$ cat src/rtl/adaptive_prefetch_boost_controller_assert.svh
// assertion macros for the adaptive prefetch boost controller
`ifndef ADAPTIVE_PREFETCH_BOOST_CONTROLLER_ASSERT_SVH
`define ADAPTIVE_PREFETCH_BOOST_CONTROLLER_ASSERT_SVH
`ifndef SYNTHESIS
`define APBC_ASSERT_IMP(lbl, ante, cons) \
    lbl: assert property (@(posedge clk) disable iff (!rst_n) (ante) |-> (cons)) \
        else $error("assertion failed");
`define APBC_ASSERT_NXT(lbl, ante, cons) \
    lbl: assert property (@(posedge clk) disable iff (!rst_n) (ante) |=> (cons)) \
        else $error("assertion failed");
`else
`define APBC_ASSERT_IMP(lbl, ante, cons)
`define APBC_ASSERT_NXT(lbl, ante, cons)
`endif
`endif

$ cat src/rtl/apbc_pkg.sv
// types and constants shared by the prefetch boost controller
package apbc_pkg;

    localparam int DEF_MAX_SAMPLES = 240;
    localparam int DEF_TIME_BITS   = 48;
    localparam int MIN_WINDOW_SAMPLES = 24;
    localparam int CFG_IDX_W  = 3;
    localparam int CFG_DATA_W = 16;

    localparam logic [CFG_IDX_W-1:0] CFG_AGE_LIMIT    = 3'd0;
    localparam logic [CFG_IDX_W-1:0] CFG_MIN_INTERVAL = 3'd1;
    localparam logic [CFG_IDX_W-1:0] CFG_BASE_BACKLOG = 3'd2;
    localparam logic [CFG_IDX_W-1:0] CFG_BASE_SOURCE  = 3'd3;
    localparam logic [CFG_IDX_W-1:0] CFG_BASE_PROXY   = 3'd4;

    localparam logic [15:0] RST_AGE_LIMIT    = 16'd5000;
    localparam logic [15:0] RST_MIN_INTERVAL = 16'd1200;
    localparam logic [3:0]  RST_BASE_BACKLOG = 4'd2;
    localparam logic [4:0]  RST_BASE_SOURCE  = 5'd4;
    localparam logic [4:0]  RST_BASE_PROXY   = 5'd8;

    localparam logic FUNC_SAMPLE = 1'b0;
    localparam logic FUNC_CLEAR  = 1'b1;

    localparam logic [1:0] LEVEL_MAX = 2'd3;

    typedef struct packed {
        logic               func;
        logic [47:0]        timestamp_ms;
        logic [7:0]         exact_count;
        logic [7:0]         approx_count;
        logic [7:0]         missing_count;
        logic signed [15:0] frame_lag;
        logic               playing;
        logic [7:0]         decoder_pending;
        logic [7:0]         worker_count;
    } in_t;

    typedef struct packed {
        logic [1:0] boost_level;
        logic [3:0] backlog_limit;
        logic [4:0] source_lookahead;
        logic [4:0] proxy_lookahead;
        logic       level_changed;
    } out_t;

    typedef struct packed {
        logic [15:0] age_limit_ms;
        logic [15:0] min_adjust_interval_ms;
        logic [3:0]  base_backlog_limit;
        logic [4:0]  base_source_lookahead;
        logic [4:0]  base_proxy_lookahead;
    } cfg_t;

    // one stored sample without its time
    typedef struct packed {
        logic               playing;
        logic signed [15:0] frame_lag;
        logic [7:0]         missing_count;
        logic [7:0]         approx_count;
        logic [7:0]         exact_count;
    } sample_t;

    typedef struct packed {
        logic valid;
        logic is_clear;
        in_t  item;
    } fq_head_t;

    typedef struct packed {
        logic [1:0] count;
        logic       full;
    } fq_stat_t;

    typedef enum logic [3:0] {
        ST_IDLE,
        ST_STORE,
        ST_PR_RD,
        ST_PR_CMP,
        ST_CHECK,
        ST_SC_RD,
        ST_SC_ACC,
        ST_DECIDE,
        ST_RESULT
    } back_state_t;

endpackage

$ cat src/rtl/apbc_front.sv
// front end: accepts items, tags clear requests, two-entry queue to the back end
module apbc_front
    import apbc_pkg::*;
(
    input  logic     clk,
    input  logic     rst_n,
    input  logic     in_valid,
    output logic     in_ready,
    input  in_t      in_item,
    output fq_head_t head,
    input  logic     pop,
    output fq_stat_t stat
);

    in_t        slot_reg [2];
    logic       clr_reg [2];
    logic       wr_ptr_reg, wr_ptr_next;
    logic       rd_ptr_reg, rd_ptr_next;
    logic [1:0] count_reg, count_next;
    logic       push;
    logic       do_pop;

    assign in_ready = (count_reg != 2'd2);
    assign push     = in_valid && in_ready;
    assign do_pop   = pop && (count_reg != 2'd0);

    always_comb
    begin
        wr_ptr_next = push ? ~wr_ptr_reg : wr_ptr_reg;
        rd_ptr_next = do_pop ? ~rd_ptr_reg : rd_ptr_reg;
        count_next  = count_reg + 2'(push) - 2'(do_pop);
    end

    always_ff @(posedge clk or negedge rst_n)
    begin
        if (!rst_n)
        begin
            wr_ptr_reg <= 1'b0;
            rd_ptr_reg <= 1'b0;
            count_reg  <= 2'd0;
        end
        else
        begin
            wr_ptr_reg <= wr_ptr_next;
            rd_ptr_reg <= rd_ptr_next;
            count_reg  <= count_next;
        end
    end

    always_ff @(posedge clk)
    begin
        if (push)
        begin
            slot_reg[wr_ptr_reg] <= in_item;
            clr_reg[wr_ptr_reg]  <= (in_item.func == FUNC_CLEAR);
        end
    end

    assign head.valid    = (count_reg != 2'd0);
    assign head.is_clear = clr_reg[rd_ptr_reg];
    assign head.item     = slot_reg[rd_ptr_reg];
    assign stat.count    = count_reg;
    assign stat.full     = !in_ready;

endmodule

$ cat config.mk
export PLATFORM = sky130hd
export DESIGN_NAME = apbc_front
export DESIGN_NICKNAME = d
export VERILOG_FILES = /design/src/rtl/adaptive_prefetch_boost_controller_assert.svh /design/src/rtl/apbc_pkg.sv /design/src/rtl/apbc_front.sv
export SDC_FILE = /design/constraint.sdc
export NUM_CORES = 1
export LEC_CHECK = 0
export BUFFER_PORTS_ARGS = -buffer_cell sky130_fd_sc_hd__buf_2
export CAP_MARGIN = 10
export CORE_MARGIN = 4
export CORE_UTILIZATION = 30
export DETAILED_ROUTE_END_ITERATION = 6
export PLACE_DENSITY = 0.59
export SLEW_MARGIN = 5
export SYNTH_ARGS = -nofsm -noshare
export SYNTH_HDL_FRONTEND = slang
export SYNTH_SLANG_ARGS = --single-unit
export TNS_END_PERCENT = 30
$ cat constraint.sdc
create_clock -name clk -period 16.89 [get_ports clk]
set_clock_uncertainty 0.2 [all_clocks]
set_input_delay 2.5335 -clock clk [delete_from_list [all_inputs] [get_ports clk]]
set_output_delay 2.5335 -clock clk [all_outputs]
set_load 0.01 [all_outputs]
Word level (Yosys, flattened, before mapping) --
Memory sizes are Yosys's and may differ from the RTL's. Index checks and enable logic that the tools add are counted.
Cells by class: add/sub/neg operators 2, equality and inequality tests 1, mux-type cells 2, bitwise logic cells 2, reduce and logical (&&, ||, !) cells 4
Operators by type and width (number):
- $add A2 B1 Y2 | 1
- $logic_and A1 B1 Y1 | 2
- $mux W1 | 2
- $ne A2 B2 Y1 const B | 1
- $not A1 Y1 | 2
- $reduce_bool A2 Y1 | 1
- $sub A2 B1 Y2 | 1
- $logic_not A1 Y1 | 1
Word-level totals: flip-flop bits (word level) 4, bits in writable memories 214, input bits 110, output and inout port bits 112, word-level logic and storage cells 16, memories kept 2
Memory list:
- slot_reg | depth 2, bits a word 106, rd ports 1, clocked after Yosys merged registers in 0, write ports 1, line apbc_front.sv:15 | in_t slot_reg [2];
- clr_reg | depth 2, bits a word 1, rd ports 1, clocked after Yosys merged registers in 0, write ports 1, line apbc_front.sv:16 | logic clr_reg [2];

Logic depth before layout (Yosys ltp) --
word-level depth 4, mapped depth 7, gate-level depth less buffers 7

Least setup slack after synthesis --
Ideal clock, no wire load.
kind input to register, start input port in_valid, end memory slot_reg[0][0] in the netlist's numbering (enable), setup time 0.572 ns, arrival time 7.041 ns, required time 16.118 ns, setup slack 9.077 ns, stages 2, buffers on the path 0, cell sequence nand2_1 > nor2_1
On the way: longest elaborated chain between the ends 3
RTL lines:
- from (decl) | line apbc_front.sv:7 | input logic in_valid,
- $logic_and A1 B1 Y1 | line apbc_front.sv:24 | assign push = in_valid && in_ready;
- $mux W1 | line apbc_front.sv:52 | if (push)
- $mux W1 (not written as such) | line apbc_front.sv:54 | slot_reg[wr_ptr_reg] <= in_item;
- to (decl) | line apbc_front.sv:15
No other way between the ends.

==> impl_metrics.json <==
{
  "status": "complete, no violations",
  "overflow": 0,
  "yosysSeqAreaShare_pct": 81.1,
  "cts_hold_buf": 0,
  "setup_tns_ns": 0,
  "regArea_sq_um": 6470,
  "grt_pass1_vias": 4482,
  "fin_crit_sh_pct": 33.2,
  "grt_setup_unrepaired": "no",
  "die-area_sq_um": 29200,
  "cts_buffers": 23,
  "cp.required_ns": 14.16,
  "avgSynthCellArea_sq_um": 22.8,
  "grt_pass1_wl_mm": 23.9,
  "synthTopCellsByCount": "edfxtp_1, mux2_2, mux2_4, buf_2, buf_6",
  "fmax_mhz": 178,
  "power.density_nw_per_um2": 175,
  "die_w_um": 171,
  "drc_errors": 0,
  "die_y_um": 171,
  "design_area_sq_um": 10200,
  "holdCritStartpoint": "count_reg[1]",
  "regToRegSetupSlack_ns": 14.23,
  "grt_max_degree": 63,
  "min_path_cells": 1,
  "cp-start-kind": "flip-flop",
  "ctsResizeCount": 0,
  "drt_iter0_markers": 247,
  "synth_cells": 349,
  "hold_end": "count_reg[1]",
  "critPathMaxFanout": 61,
  "h-tree-depth": 1,
  "path_clk_slew_ns": 0.06,
  "r2r-end": "slot_reg[1][49]",
  "tightest_slew_ns": 0.975,
  "syn-num-nets": 461,
  "path_cells": "buf_4 -> mux2_2 -> buf_2",
  "ff2ff_path_depth": 3,
  "synth_seq_cells": 216,
  "firstDrtPassIters": 4,
  "grt_usage_pct": 10.2,
  "multi_input_area_sq_um": 1410,
  "clock_latency_ns": 0.50,
  "vias_per_cell": 4.32,
  "dpl_cell_area_sq_um": 9440,
  "root_buffer": "clkbuf_16",
  "finalMaxSlewViolations": 0,
  "hpwl_mm": 10.5,
  "antenna_found_initial": 3,
  "cp.arrival_ns": 2.87,
  "max_stage_delay_ns": 0.86,
  "rows": 59,
  "gp_congestion": 0.742,
  "slowest_stage": "buf_4",
  "hold_viol": 0,
  "ir_drop_mv": 0.142,
  "io_pins": 222,
  "critPathKind": "reg2out",
  "drive_gt1_share_pct": 60.8,
  "min_path_type": "reg2reg",
  "async_reset_ff_share_pct": 1.85,
  "yosysTopAreaCell": "edfxtp_1",
  "synth.distinct_cells": 17,
  "max_cap_violations": 0,
  "ys.flop_type": "edfxtp_1",
  "wirelength_mm": 15.8,
  "reg2reg_from": "count_reg[1]",
  "finalSetupViolCount": 0,
  "clockBufferDepth": 3,
  "synth-edff-count": 212,
  "nFillCells": 2427,
  "start_util_pct": 30.5,
  "synth_area_sq_um": 7970,
  "yosysWarnings": 0,
  "nNetsFinal": 698,
  "worstSetupEndpointType": "output pin",
  "post_drt_wl_per_cell_um": 16.8,
  "vias": 4057,
  "io_buffers": 221,
  "slew_headroom_pct": 35.0,
  "largest_register_ffs": 211,
  "core_sq_um": 26100,
  "syn_to_final_growth_pct": 27.7,
  "synth.most_common_cell": "edfxtp_1",
  "cts_setup_buffers": 0,
  "synth_area_leaders": "edfxtp_1, mux2_2, mux2_4",
  "fin_crit_ns": 5.60,
  "cts_tree": "built",
  "hold_ws_ns": 0.353,
  "yosysTopAreaCellShare_pct": 79.9,
  "drtAntennaViolNets": 0,
  "cts_sinks": 216,
  "leakagePower_nw": 3.86
}
## layout by cell type (no fill, tap or decap), types with 2 or more instances in the layout
| cell | instances |
|---|---|
| clkinv_2 | 4 |
| dfrtp_1 | 3 |
| clkbuf_16 | 23 |
| edfxtp_1 | 212 |
| diode_2 | 2 |
| buf_2 | 221 |
| inv_1 | 2 |
| buf_4 | 4 |
| clkinv_1 | 4 |
| xnor2_1 | 3 |
| bufinv_16 | 3 |
| ha_1 | 2 |
| clkbuf_1 | 6 |
| mux2_4 | 30 |
| mux2_2 | 76 |
## report_power, final
part / internal [mW] / switching [mW]
combinational: 0.243 / 0.264
clock: 0.296 / 0.194
sequential: 0.735 / 0.0506
total: 1.27 / 0.508
## worst max-delay path, delay by kind of cell (launching register included)
| kind | cells | cell delay (ns) |
|---|---|---|
| buf+inv | 2 | 1.01 |
| flops | 1 | 0.84 |
| mux | 1 | 0.43 |
## routing by layer
layer	vias to the layer above	GRT usage (%)	part of all wire [%]
met3	29	3.60	9.0
li1	1860	-	-
met1	2000	12.4	40
met5	-	0	0.22
met2	164	17.3	48
met4	4	2.86	2.7
## area by class of cell
| type | instances | area share [%] |
|---|---|---|
| Multi-Input combinational cell | 118 | 13.9 |
| Clock inverter | 12 | 1.31 |
| Sequential cell | 216 | 63.5 |
| Clock buffer | 29 | 5.87 |
| Inverter | 2 | 0.0737 |
| Antenna cell | 2 | 0.0492 |
| Timing Repair Buffer | 225 | 11.2 |
| Tap cell | 335 | 4.12 |
## kinds of logic after synthesis
group                      share of synthesized area (%)
DFF                                                 81.1
muxes                                               16.4
buffers and inverters                               1.33
and+or+nand+nor                                    0.408
xor gates and xnor gates                           0.440
adders and majority gates                          0.314
## worst max-delay path by stage
stage,from,end,slack (ns),depth (start not counted)
CTS,rd_ptr_reg,head[28],11.21,3
floorplan,in_valid,slot_reg[0][0],9.08,2
detailed placement,rd_ptr_reg,head[28],11.77,3
finish,rd_ptr_reg,head[34],11.29,3
global route,rd_ptr_reg,head[28],11.13,3
global placement,rd_ptr_reg,head[34],11.81,3
## metrics by stage
step	setup slack, ns	utilization [%]	power, mW	instances
2_1_floorplan	9.08	-	1.14	349
3_3_place_gp	11.81	36.1	1.30	896
6_report	11.29	39.0	1.78	939
3_5_place_dp	11.77	36.1	1.32	896
4_1_cts	11.21	38.9	1.81	937
5_1_grt	11.13	38.9	1.87	938
Power figures use the tool's default switching activity.
